==> src/hdl/assert_macros.svh <==
// ----------------------------------------------------------------------------
// Assertion macros
// Clocked concurrent checks on clk_i, with and without the reset disable.
// ----------------------------------------------------------------------------
`ifndef ASSERT_MACROS_SVH
`define ASSERT_MACROS_SVH

`ifndef NO_ASSERTIONS
`define ASSERT_CLK(label, prop, msg) \
  label: assert property (@(posedge clk_i) disable iff (!rst_ni) (prop)) else $error(msg);
`define ASSERT_CLK_ALWAYS(label, prop, msg) \
  label: assert property (@(posedge clk_i) (prop)) else $error(msg);
`else
`define ASSERT_CLK(label, prop, msg)
`define ASSERT_CLK_ALWAYS(label, prop, msg)
`endif

`endif

==> src/hdl/lpmrt_pkg.sv <==
// ----------------------------------------------------------------------------
// lpmrt_pkg
// Shared types, codes and helpers of the IPv4 longest-prefix route table.
// ----------------------------------------------------------------------------
package lpmrt_pkg;

  localparam int MtuW = 14;
  localparam int LenW = 6;
  localparam logic [MtuW-1:0] MtuReset = 14'd1500;

  typedef enum logic [1:0] {
    FUNC_ADD    = 2'd0,
    FUNC_DEL    = 2'd1,
    FUNC_LOOKUP = 2'd2
  } func_e;

  typedef enum logic [1:0] {
    STAT_OK         = 2'd0,
    STAT_NOT_FOUND  = 2'd1,
    STAT_TABLE_FULL = 2'd2
  } status_e;

  typedef enum logic [1:0] {
    ST_IDLE,
    ST_SCAN,
    ST_DRAIN,
    ST_COMMIT
  } state_e;

  typedef struct packed {
    logic [7:0]  device;
    logic [47:0] mac;
    logic [31:0] mask;
    logic [31:0] network;
  } entry_t;

  typedef struct packed {
    logic clear;
    logic cmp_en;
    logic commit;
  } seq_ctl_t;

  localparam logic [2:0] NibPop [16] = '{
    3'd0, 3'd1, 3'd1, 3'd2, 3'd1, 3'd2, 3'd2, 3'd3,
    3'd1, 3'd2, 3'd2, 3'd3, 3'd2, 3'd3, 3'd3, 3'd4
  };

  function automatic logic [LenW-1:0] pop32(input logic [31:0] v);
    logic [LenW-1:0] n;
    n = '0;
    for (int k = 0; k < 8; k++) begin
      n = n + {3'b000, NibPop[v[4*k +: 4]]};
    end
    return n;
  endfunction

endpackage

==> src/hdl/lpmrt_entry_mem.sv <==
// ----------------------------------------------------------------------------
// lpmrt_entry_mem
// Route entry storage: one write port, one registered read port.
// ----------------------------------------------------------------------------
module lpmrt_entry_mem #(
  parameter int Depth = 16,
  parameter int AddrW = 4
) (
  input  logic                  clk_i,
  input  logic                  we_i,
  input  logic [AddrW-1:0]      waddr_i,
  input  lpmrt_pkg::entry_t     wdata_i,
  input  logic [AddrW-1:0]      raddr_i,
  output lpmrt_pkg::entry_t     rdata_o
);
  import lpmrt_pkg::*;

  entry_t mem_q [Depth];
  entry_t rdata_q;

  always_ff @(posedge clk_i) begin
    if (we_i) begin
      mem_q[waddr_i] <= wdata_i;
    end
  end

  always_ff @(posedge clk_i) begin
    rdata_q <= mem_q[raddr_i];
  end

  assign rdata_o = rdata_q;

endmodule

==> src/hdl/lpmrt_match_unit.sv <==
// ----------------------------------------------------------------------------
// lpmrt_match_unit
// Shared compare unit: checks one entry per cycle and keeps the best one.
// ----------------------------------------------------------------------------
module lpmrt_match_unit #(
  parameter int IdxW = 4
) (
  input  logic                       clk_i,
  input  logic                       rst_ni,
  input  lpmrt_pkg::seq_ctl_t        ctl_i,
  input  logic [1:0]                 op_i,
  input  logic [31:0]                addr_i,
  input  logic [31:0]                mask_i,
  input  lpmrt_pkg::entry_t          entry_i,
  input  logic                       entry_vld_i,
  input  logic [IdxW-1:0]            entry_age_i,
  input  logic [IdxW-1:0]            entry_idx_i,
  output logic                       found_o,
  output logic [IdxW-1:0]            idx_o,
  output logic [IdxW-1:0]            age_o,
  output logic [lpmrt_pkg::LenW-1:0] len_o,
  output logic [47:0]                mac_o,
  output logic [7:0]                 dev_o
);
  import lpmrt_pkg::*;

  logic            found_q, found_d;
  logic [IdxW-1:0] idx_q, idx_d;
  logic [IdxW-1:0] age_q, age_d;
  logic [LenW-1:0] len_q, len_d;
  logic [47:0]     mac_q, mac_d;
  logic [7:0]      dev_q, dev_d;

  logic [LenW-1:0] len;
  logic            younger;
  logic            take;

  assign len     = pop32(entry_i.mask);
  assign younger = !found_q || (entry_age_i < age_q);

  always_comb begin
    take = 1'b0;
    case (op_i)
      FUNC_ADD: begin
        take = !entry_vld_i && !found_q;
      end
      FUNC_DEL: begin
        take = entry_vld_i && (entry_i.network == addr_i) && (entry_i.mask == mask_i) &&
               younger;
      end
      FUNC_LOOKUP: begin
        take = entry_vld_i && ((addr_i & entry_i.mask) == entry_i.network) &&
               (!found_q || (len > len_q) || ((len == len_q) && younger));
      end
      default: begin
        take = 1'b0;
      end
    endcase
  end

  always_comb begin
    found_d = found_q;
    idx_d   = idx_q;
    age_d   = age_q;
    len_d   = len_q;
    mac_d   = mac_q;
    dev_d   = dev_q;
    if (ctl_i.clear) begin
      found_d = 1'b0;
    end else if (ctl_i.cmp_en && take) begin
      found_d = 1'b1;
      idx_d   = entry_idx_i;
      age_d   = entry_age_i;
      len_d   = len;
      mac_d   = entry_i.mac;
      dev_d   = entry_i.device;
    end
  end

  always_ff @(posedge clk_i or negedge rst_ni) begin
    if (!rst_ni) begin
      found_q <= 1'b0;
    end else begin
      found_q <= found_d;
    end
  end

  always_ff @(posedge clk_i) begin
    idx_q <= idx_d;
    age_q <= age_d;
    len_q <= len_d;
    mac_q <= mac_d;
    dev_q <= dev_d;
  end

  assign found_o = found_q;
  assign idx_o   = idx_q;
  assign age_o   = age_q;
  assign len_o   = len_q;
  assign mac_o   = mac_q;
  assign dev_o   = dev_q;

endmodule

==> src/hdl/lpmrt_seq.sv <==
// ----------------------------------------------------------------------------
// lpmrt_seq
// Sequencer: takes a transaction, sweeps all entries, then commits.
// ----------------------------------------------------------------------------
module lpmrt_seq #(
  parameter int Routes = 16,
  parameter int IdxW   = 4
) (
  input  logic                 clk_i,
  input  logic                 rst_ni,
  input  logic                 in_fire_i,
  input  logic                 out_free_i,
  output logic                 in_ready_o,
  output lpmrt_pkg::seq_ctl_t  ctl_o,
  output logic [IdxW-1:0]      rd_addr_o,
  output logic [IdxW-1:0]      cmp_idx_o
);
  import lpmrt_pkg::*;

  localparam logic [IdxW-1:0] LastIdx = IdxW'(Routes - 1);

  state_e          state_q, state_d;
  logic [IdxW-1:0] cnt_q, cnt_d;
  logic [IdxW-1:0] cmp_idx_q, cmp_idx_d;
  logic            cmp_en_q, cmp_en_d;

  always_comb begin
    state_d = state_q;
    case (state_q)
      ST_IDLE: begin
        if (in_fire_i) begin
          state_d = ST_SCAN;
        end
      end
      ST_SCAN: begin
        if (cnt_q == LastIdx) begin
          state_d = ST_DRAIN;
        end
      end
      ST_DRAIN: begin
        state_d = ST_COMMIT;
      end
      ST_COMMIT: begin
        if (out_free_i) begin
          state_d = ST_IDLE;
        end
      end
      default: begin
        state_d = ST_IDLE;
      end
    endcase
  end

  always_comb begin
    in_ready_o   = 1'b0;
    ctl_o.clear  = 1'b0;
    ctl_o.commit = 1'b0;
    ctl_o.cmp_en = cmp_en_q;
    cnt_d        = cnt_q;
    cmp_en_d     = 1'b0;
    cmp_idx_d    = cmp_idx_q;
    case (state_q)
      ST_IDLE: begin
        in_ready_o  = 1'b1;
        ctl_o.clear = in_fire_i;
        cnt_d       = '0;
      end
      ST_SCAN: begin
        cnt_d     = cnt_q + 1'b1;
        cmp_en_d  = 1'b1;
        cmp_idx_d = cnt_q;
      end
      ST_COMMIT: begin
        ctl_o.commit = out_free_i;
      end
      default: begin
        cnt_d = cnt_q;
      end
    endcase
  end

  always_ff @(posedge clk_i or negedge rst_ni) begin
    if (!rst_ni) begin
      state_q  <= ST_IDLE;
      cnt_q    <= '0;
      cmp_en_q <= 1'b0;
    end else begin
      state_q  <= state_d;
      cnt_q    <= cnt_d;
      cmp_en_q <= cmp_en_d;
    end
  end

  always_ff @(posedge clk_i) begin
    cmp_idx_q <= cmp_idx_d;
  end

  assign rd_addr_o    = cnt_q;
  assign cmp_idx_o    = cmp_idx_q;

endmodule

==> src/hdl/ipv4_lpm_route_table.sv <==
// A transaction passes the scan, drain and commit states before its result is sent.
// A new transaction waits until the last one commits; the single compare unit reads one
//   entry per cycle from the entry memory read port and sweeps the whole table.
// The result register frees the slave side while a result waits to be taken.
// Reset: all entries invalid, ages zero, route MTU 1500; entry data is not cleared.
// ----------------------------------------------------------------------------
// ipv4_lpm_route_table
// IPv4 route table with add, delete and longest-prefix lookup.
// ----------------------------------------------------------------------------
`include "assert_macros.svh"

module ipv4_lpm_route_table #(
  parameter int ROUTES = 16
) (
  input  logic         clk_i,
  input  logic         rst_ni,
  input  logic         cfg_we_i,
  input  logic [13:0]  cfg_wdata_i,      // route_mtu
  input  logic         s_axis_tvalid,
  output logic         s_axis_tready,
  input  logic [119:0] s_axis_tdata,     // address, net_mask, hop_mac, device
  input  logic [1:0]   s_axis_tuser,     // func
  output logic         m_axis_tvalid,
  input  logic         m_axis_tready,
  output logic [79:0]  m_axis_tdata,     // match_mac, match_device, match_mtu,
                                         // prefix_length, zero pad
  output logic [1:0]   m_axis_tuser      // status
);
  import lpmrt_pkg::*;

  localparam int IdxW = (ROUTES > 1) ? $clog2(ROUTES) : 1;

  logic            in_fire;
  logic            out_free;
  seq_ctl_t        ctl;
  logic [IdxW-1:0] rd_addr;
  logic [IdxW-1:0] cmp_idx;

  logic [1:0]      op_q;
  logic [31:0]     addr_q;
  logic [31:0]     mask_q;
  logic [47:0]     mac_q;
  logic [7:0]      dev_q;
  logic [MtuW-1:0] mtu_q;

  logic [ROUTES-1:0] valid_q;
  logic [IdxW-1:0]   age_q [ROUTES];

  entry_t          wr_entry;
  entry_t          rd_entry;
  logic            mem_we;

  logic            found;
  logic [IdxW-1:0] best_idx;
  logic [IdxW-1:0] best_age;
  logic [LenW-1:0] best_len;
  logic [47:0]     best_mac;
  logic [7:0]      best_dev;

  logic            out_vld_q, out_vld_d;
  logic [1:0]      out_status_q, out_status_d;
  logic [47:0]     out_mac_q, out_mac_d;
  logic [7:0]      out_dev_q, out_dev_d;
  logic [MtuW-1:0] out_mtu_q, out_mtu_d;
  logic [LenW-1:0] out_len_q, out_len_d;

  assign in_fire  = s_axis_tvalid && s_axis_tready;
  assign out_free = !out_vld_q || m_axis_tready;

  lpmrt_seq #(
    .Routes (ROUTES),
    .IdxW   (IdxW)
  ) u_seq (
    .clk_i      (clk_i),
    .rst_ni     (rst_ni),
    .in_fire_i  (in_fire),
    .out_free_i (out_free),
    .in_ready_o (s_axis_tready),
    .ctl_o      (ctl),
    .rd_addr_o  (rd_addr),
    .cmp_idx_o  (cmp_idx)
  );

  always_ff @(posedge clk_i) begin
    if (in_fire) begin
      op_q   <= s_axis_tuser;
      addr_q <= s_axis_tdata[31:0];
      mask_q <= s_axis_tdata[63:32];
      mac_q  <= s_axis_tdata[111:64];
      dev_q  <= s_axis_tdata[119:112];
    end
  end

  always_ff @(posedge clk_i or negedge rst_ni) begin
    if (!rst_ni) begin
      mtu_q <= MtuReset;
    end else if (cfg_we_i) begin
      mtu_q <= cfg_wdata_i;
    end
  end

  assign wr_entry.network = addr_q;
  assign wr_entry.mask    = mask_q;
  assign wr_entry.mac     = mac_q;
  assign wr_entry.device  = dev_q;
  assign mem_we           = ctl.commit && (op_q == FUNC_ADD) && found;

  lpmrt_entry_mem #(
    .Depth (ROUTES),
    .AddrW (IdxW)
  ) u_mem (
    .clk_i   (clk_i),
    .we_i    (mem_we),
    .waddr_i (best_idx),
    .wdata_i (wr_entry),
    .raddr_i (rd_addr),
    .rdata_o (rd_entry)
  );

  lpmrt_match_unit #(
    .IdxW (IdxW)
  ) u_match (
    .clk_i       (clk_i),
    .rst_ni      (rst_ni),
    .ctl_i       (ctl),
    .op_i        (op_q),
    .addr_i      (addr_q),
    .mask_i      (mask_q),
    .entry_i     (rd_entry),
    .entry_vld_i (valid_q[cmp_idx]),
    .entry_age_i (age_q[cmp_idx]),
    .entry_idx_i (cmp_idx),
    .found_o     (found),
    .idx_o       (best_idx),
    .age_o       (best_age),
    .len_o       (best_len),
    .mac_o       (best_mac),
    .dev_o       (best_dev)
  );

  // age 0 is the newest entry; ages of valid entries stay distinct
  always_ff @(posedge clk_i or negedge rst_ni) begin
    if (!rst_ni) begin
      valid_q <= '0;
      for (int i = 0; i < ROUTES; i++) begin
        age_q[i] <= '0;
      end
    end else if (ctl.commit && found) begin
      if (op_q == FUNC_ADD) begin
        for (int i = 0; i < ROUTES; i++) begin
          if (IdxW'(i) == best_idx) begin
            valid_q[i] <= 1'b1;
            age_q[i]   <= '0;
          end else if (valid_q[i]) begin
            age_q[i] <= age_q[i] + 1'b1;
          end
        end
      end else if (op_q == FUNC_DEL) begin
        for (int i = 0; i < ROUTES; i++) begin
          if (IdxW'(i) == best_idx) begin
            valid_q[i] <= 1'b0;
            age_q[i]   <= '0;
          end else if (valid_q[i] && (age_q[i] > best_age)) begin
            age_q[i] <= age_q[i] - 1'b1;
          end
        end
      end
    end
  end

  always_comb begin
    out_vld_d    = out_vld_q;
    out_status_d = out_status_q;
    out_mac_d    = out_mac_q;
    out_dev_d    = out_dev_q;
    out_mtu_d    = out_mtu_q;
    out_len_d    = out_len_q;
    if (ctl.commit) begin
      out_vld_d    = 1'b1;
      out_status_d = STAT_NOT_FOUND;
      out_mac_d    = '0;
      out_dev_d    = '0;
      out_mtu_d    = '0;
      out_len_d    = '0;
      case (op_q)
        FUNC_ADD: begin
          out_status_d = found ? STAT_OK : STAT_TABLE_FULL;
        end
        FUNC_DEL: begin
          out_status_d = found ? STAT_OK : STAT_NOT_FOUND;
        end
        FUNC_LOOKUP: begin
          if (found) begin
            out_status_d = STAT_OK;
            out_mac_d    = best_mac;
            out_dev_d    = best_dev;
            out_mtu_d    = mtu_q;
            out_len_d    = best_len;
          end
        end
        default: begin
          out_status_d = STAT_NOT_FOUND;
        end
      endcase
    end else if (m_axis_tready) begin
      out_vld_d = 1'b0;
    end
  end

  always_ff @(posedge clk_i or negedge rst_ni) begin
    if (!rst_ni) begin
      out_vld_q <= 1'b0;
    end else begin
      out_vld_q <= out_vld_d;
    end
  end

  always_ff @(posedge clk_i) begin
    out_status_q <= out_status_d;
    out_mac_q    <= out_mac_d;
    out_dev_q    <= out_dev_d;
    out_mtu_q    <= out_mtu_d;
    out_len_q    <= out_len_d;
  end

  assign m_axis_tvalid = out_vld_q;
  assign m_axis_tuser  = out_status_q;
  assign m_axis_tdata  = {4'b0000, out_len_q, out_mtu_q, out_dev_q, out_mac_q};

  `ASSERT_CLK(a_busy_after_accept, in_fire |=> !s_axis_tready,
              "slave side still ready after a transaction was taken")
  `ASSERT_CLK(a_result_from_commit, $rose(m_axis_tvalid) |-> $past(ctl.commit),
              "result raised without a commit")
  `ASSERT_CLK(a_add_sets_valid, (ctl.commit && found && op_q == FUNC_ADD) |=>
              valid_q[best_idx], "added entry not marked valid")

endmodule
==> config.mk <==
export PLATFORM = sky130hd
export DESIGN_NAME = ipv4_lpm_route_table
export DESIGN_NICKNAME = d
export VERILOG_FILES = /design/src/hdl/lpmrt_pkg.sv /design/src/hdl/lpmrt_entry_mem.sv /design/src/hdl/lpmrt_match_unit.sv /design/src/hdl/lpmrt_seq.sv /design/src/hdl/ipv4_lpm_route_table.sv
export VERILOG_INCLUDE_DIRS = /design/src /design/src/hdl
export SDC_FILE = /design/constraint.sdc
export NUM_CORES = 2
export LEC_CHECK = 0
export CORE_MARGIN = 1.5
export CORE_UTILIZATION = 25
export CTS_BUF_LIST = sky130_fd_sc_hd__clkbuf_8 sky130_fd_sc_hd__clkbuf_16
export DETAILED_ROUTE_END_ITERATION = 10
export DONT_BUFFER_PORTS = 1
export PLACE_DENSITY_LB_ADDON = 0.2
export SLEW_MARGIN = 20
export SYNTH_ARGS = -nofsm -noshare
export SYNTH_HDL_FRONTEND = slang
export SYNTH_SLANG_ARGS = --single-unit
export TNS_END_PERCENT = 20
==> constraint.sdc <==
create_clock -name clk_i -period 23.7 [get_ports clk_i]
set_input_delay 4.74 -clock clk_i [delete_from_list [all_inputs] [get_ports clk_i]]
set_output_delay 4.74 -clock clk_i [all_outputs]
set_load 0.05 [all_outputs]
; Yosys cells after proc, flatten, opt, wreduce, memory -nomap -nowiden
; Memory sizes are Yosys's and may differ from the RTL's. A register that Yosys moved wholly into a read port is not among the register bits.
; Cells that the tools add are included.
[classes]
reduce_logical = 94
addsub = 40
n_eq_ne = 44
n_bitwise = 11
magnitude_cmp = 28
muxes = 140
[ops]
columns = operator, count
row1 = 4-bit two-way mux, 66
row2 = 64-bit two-way mux, 2
row3 = 32-bit == test, 3
row4 = 4-bit by 1-bit adder with 4-bit output (second input constant), 17
row5 = 4-bit > comparator, 16
row6 = 4-bit AND reduction, 16
row7 = 4-bit by 1-bit subtractor with 4-bit output (second input constant), 16
row8 = 3-bit AND reduction, 17
row9 = 3-bit two-way mux, 16
row10 = 3-bit by 2-bit inequality test with 1-bit output (second input constant), 16
row11 = 3-bit nonzero test, 16
row12 = 5-bit >= comparator (second input constant), 9
row13 = 4-bit NOT with 5-bit output, 9
row14 = 1-bit two-way mux, 44
row15 = 6-bit by 3-bit adder with 6-bit output, 6
row16 = 32-bit AND, 1
row17 = 4-bit == test (first input constant), 8
row18 = 16-bit two-way mux, 2
row19 = 1-bit logical AND, 28
row20 = 4-bit binary-select mux with 4-bit select, 1
row21 = 3-bit by 4-bit == test with 1-bit output (first input constant), 4
row22 = 2-bit by 4-bit == test with 1-bit output (first input constant), 2
row23 = 2-bit two-way mux, 4
row24 = 2-bit case mux with 4 select lines, 1
row25 = other kinds (22), 37
[word_totals]
mem_bits_ro = 384
inputBits = 141
out_inout_bits = 84
word_cells = 420
ram_bits = 1920
register_bits = 377
mem_count = 9
[mem_list]
columns = memory, words, width, read_ports, rd_ports_with_merged_regs, wr, line
row1 = u_mem.mem_q, 16, 120, 1, 1, 1, lpmrt_entry_mem.sv:18  ; entry_t mem_q [Depth];
row2 = (name not given), 16, 3, 1, 0, 0, lpmrt_pkg.sv:52  ; n = n + {3'b000, NibPop[v[4*k +: 4]]};
row3 = (name not given), 16, 3, 1, 0, 0, lpmrt_pkg.sv:52
row4 = (name not given), 16, 3, 1, 0, 0, lpmrt_pkg.sv:52
row5 = (name not given), 16, 3, 1, 0, 0, lpmrt_pkg.sv:52
row6 = (name not given), 16, 3, 1, 0, 0, lpmrt_pkg.sv:52
row7 = 3 more memories, --, --, --, --, --, --

; Longest topological paths before layout
[logic_depth]
word_depth = 19
mapped_depth = 25
ltp_nobuf = 25

; Modules after synthesis
; From an unflattened synthesis, not the netlist that was laid out.
[hier_totals]
hier_cells = 4661
hier_area_um2 = 93841.3
[modules_own_cells]
columns = mod, n_inst, cells_each, area_each_um2, seq_area_each_um2
row1 = lpmrt_entry_mem, 1, 3066, 74008.5, 60057.6
row2 = ipv4_lpm_route_table, 1, 1087, 14241.2, 8391.8
row3 = lpmrt_match_unit, 1, 467, 5066.1, 2127.0
row4 = lpmrt_seq, 1, 41, 525.5, 295.3

; Worst setup path after synthesis
; Ideal clock, no wire load.
[synth_timing]
path_type = input port to flip-flop
startpoint = input m_axis_tready
endpoint = memory u_mem.mem_q[5][0] (netlist bit), enable pin
t_arrival_ps = 15698
cell_stages = 5
path_buffers = 1
required_ps = 22952
slack_ps = 7254
setup_time_ps = 748
path_cell_list = nand2b_1 -> and2_1 -> nand3_1 -> clkbuf_1 -> nor3_1
[synth_via]
elab_chain_len = 6
[synth_lines]
columns = element, line
row1 = start: declaration, ipv4_lpm_route_table.sv:24  ; input logic m_axis_tready,
row2 = 1-bit logical OR, ipv4_lpm_route_table.sv:68  ; assign out_free = !out_vld_q || m_axis_tready;
row3 = 1-bit two-way mux, lpmrt_seq.sv:62  ; case (state_q)
row4 = 1-bit logical AND (2 in series), ipv4_lpm_route_table.sv:106  ; assign mem_we = ctl.commit && (op_q == FUNC_ADD) && found;
row5 = 1-bit two-way mux, lpmrt_entry_mem.sv:22  ; if (we_i) begin
row6 = 1-bit two-way mux (not written as such), lpmrt_entry_mem.sv:23  ; mem_q[waddr_i] <= wdata_i;
row7 = end: declaration, lpmrt_entry_mem.sv:18
; Every way passes these cells.

; Worst setup path after layout
[layout_timing]
startpoint = input m_axis_tready
endpoint = memory u_mem.mem_q[6][85] (netlist bit), enable pin
; The elaborated chain is that of the path after synthesis.

==> flow_summary.json <==
{
  "outcome": "complete, no violations",
  "maxCapViolations": 0,
  "path_clk_slew_ns": 0.07,
  "place_area_um2": 100000,
  "firstDrtPassIters": 7,
  "dieArea_um2": 379000,
  "initial_utilization_pct": 25.2,
  "core-area_um2": 373000,
  "wl_mm": 261,
  "holdCritStartpoint": "u_mem.rdata_o[102]",
  "skew_ns": 0.122,
  "hold_depth": 0,
  "irDropWorstVdd_mv": 0.434,
  "syn_to_final_growth_pct": 15.7,
  "rrSetupSlack_ns": 16.01,
  "finalInstanceArea_um2": 108000,
  "whs_ns": 0.347,
  "synth_commonest_cells": "edfxtp_1, mux4_2, ha_1",
  "reg2reg_from": "u_mem.rdata_o[33]",
  "die_y_um": 615,
  "hold_buffers": 0,
  "dpl.hpwl_mm": 153,
  "p_total_mw": 13.7,
  "drive_gt1_share_pct": 25.7,
  "clock-sinks": 2417,
  "port_buffers": 0,
  "drt_iter0_markers": 3651,
  "wl_per_cell_um": 27.0,
  "start_kind": "input port",
  "cts_tree": "done",
  "critical_path.max_stage_delay_ns": 0.83,
  "worstPathCellList": "nand2b_1 > and2_4 > nand3_2 > nor3_2 > buf_4 > buf_4 > buf_4",
  "synth_most_common_cell": "edfxtp_1",
  "final.setup.tns_ns": 0,
  "period_minus_slack_ns": 8.55,
  "grt_pass1_wl_mm": 370,
  "antenna_left": 0,
  "cp.buffers_inverters": 3,
  "cellLeakagePower_nw": 34.6,
  "fin_nets": 4808,
  "ys.flop_type": "edfxtp_1",
  "track_usage_pct": 13.6,
  "hold_violations": 0,
  "root_buffer": "clkbuf_16",
  "rows": 224,
  "htreeDepth": 4,
  "clkLatencyLatePin_ns": 0.94,
  "finalWorstSetupSlack_ns": 15.15,
  "tightest_slew_ns": 1.13,
  "syn_area_um2": 93800,
  "avgSynthCellArea_um2": 21.6,
  "io_pins": 225,
  "cts_buffer_depth": 4,
  "fin_util_pct": 29.1,
  "fmax_ghz": 0.117,
  "dp.cells": 9225,
  "grt_antenna_before_repair": 42,
  "timing.rr.end": "u_match.mac_o[7]",
  "synth_area_leader_cell": "edfxtp_1",
  "synth_edf_count": 2194,
  "synth_top_cell_area_share_pct": 70.3,
  "synth.distinct_cells": 68,
  "cts_setup_buffers": 0,
  "crit_path_frequent_cell": "buf_4",
  "crit_arrival_ns": 9.06,
  "crit_required_ns": 24.21,
  "grt_max_degree": 125,
  "vias": 43729,
  "hp-class": "reg -> reg",
  "cts-resized-gates": 0,
  "max-slew-margin-rel_pct": 24.9,
  "yosysWarningCount": 0,
  "die_w_um": 615,
  "finalNonFillerCells": 9698,
  "power.density_nw_per_um2": 126,
  "synthArstFlopShare_pct": 4.26,
  "synthCells": 4346,
  "ys_seq_area_share_pct": 75.6,
  "numCtsBuffers": 248,
  "drv_slew": 0,
  "drc": 0,
  "place.gp.congestion": 0.791,
  "worstRegToRegCells": 26,
  "ys_ff_latch": 2417,
  "post-place-ws_ns": 14.11,
  "slowest_stage": "buf_4",
  "period_share_pct": 36.1,
  "min_to": "u_match.mac_o[38]",
  "grt_pass1_vias": 46541,
  "detail_route.vias_per_cell": 4.51,
  "cp-end-kind": "flip-flop",
  "worstPathMaxFanout": 42,
  "rsz0062_at_grt": "false",
  "critPathKind": "in -> reg",
  "yosys-top-cells-area": "edfxtp_1, mux4_2, dfrtp_1",
  "crit_family": "buffers and inverters",
  "fillers": 36473,
  "setup_viol": 0,
  "grt.overflow.total": 0
}
[layer usage]
layer	GRT usage, %	vias up	wire, µm
met1	18.5	24036	117000
met4	3.71	14	7110
met3	2.15	345	11500
met5	0	-	94
met2	22.6	1002	126000
li1	-	18332	-
[layout by cell type, fill, tap and decap left out, types with 24 or more instances in the layout]
cell type | synthesis | final
nand2_1 | 94 | 94
inv_1 | 94 | 142
dfxtp_1 | 120 | 120
nand4_1 | 31 | 31
nor4_1 | 27 | 26
nor2_1 | 56 | 49
nor2b_1 | 34 | 29
and3_1 | 91 | 91
bufinv_16 | 0 | 28
mux4_2 | 623 | 623
ha_1 | 150 | 148
a21oi_1 | 52 | 52
xnor2_1 | 37 | 37
dfrtp_1 | 96 | 91
clkbuf_16 | 0 | 251
buf_4 | 4 | 105
clkinv_1 | 1 | 26
xor2_1 | 62 | 62
o21ai_0 | 56 | 56
clkinv_2 | 0 | 63
mux2_2 | 36 | 36
edfxtp_1 | 2194 | 2194
o21a_1 | 33 | 33
clkbuf_8 | 0 | 24
[worst max path at each step]
stage / startpoint / endpoint / cells past startpoint / slack (ns)
final: m_axis_tready / u_mem.mem_q[6][85] / 7 / 15.15
after global routing: m_axis_tready / u_mem.mem_q[6][77] / 7 / 14.92
after CTS: m_axis_tready / u_mem.mem_q[5][1] / 7 / 15.10
after detailed placement: m_axis_tready / u_mem.mem_q[6][86] / 7 / 14.11
after global placement: m_axis_tready / u_mem.mem_q[5][86] / 7 / 14.19
after floorplan: m_axis_tready / u_mem.mem_q[5][0] / 5 / 7.25
[cell families after synthesis]
| group | count (synthesis) | synth area share, % |
|---|---|---|
| buffers and inverters | 301 | 1.26 |
| other | 1 | 0.00400 |
| AOI/OAI and AO/OA | 266 | 1.94 |
| muxes | 675 | 15.6 |
| xor gates and xnor gates | 99 | 0.925 |
| and+or+nand+nor | 422 | 2.41 |
| DFF | 2417 | 75.6 |
| adders and majority gates | 165 | 2.31 |
[layout make-up]
cell class                 count  area (µm²)  share of cell area, %
inverter                      95         364                  0.336
clock buffer                 275        6610                   6.09
clock inverter               185        1610                   1.48
timing repair buffer         110         888                  0.819
tap                         4972        6220                   5.73
multi-input combinational   1631       21900                   20.2
antenna                       13        32.5                 0.0300
sequential                  2417       70900                   65.3
[sequential cells by signal (all words and copies together) (netlist names), 4 cells and up]
register / count
addr_q: 32
age_q: 64
dev_q: 8
mac_q: 48
mask_q: 32
mtu_q: 14
out_dev_q: 8
out_len_q: 6
out_mac_q: 48
out_mtu_q: 14
u_match.age_o: 4
u_match.dev_o: 8
u_match.idx_o: 4
u_match.len_o: 6
u_match.mac_o: 48
u_mem.mem_q: 1920
u_mem.rdata_o: 120
u_seq.cmp_idx_o: 4
u_seq.rd_addr_o: 4
valid_q: 16
[report_power, final]
part / total [mW] / internal (mW) / switching, mW / leakage [nW]
clock network: 3.96 / 2.29 / 1.67 / 4.25
logic: 4.03 / 1.88 / 2.15 / 8.24
registers: 5.72 / 5.17 / 0.551 / 22.1
total: 13.7 / 9.34 / 4.37 / 34.6
(Power assumes the default switching activity.)
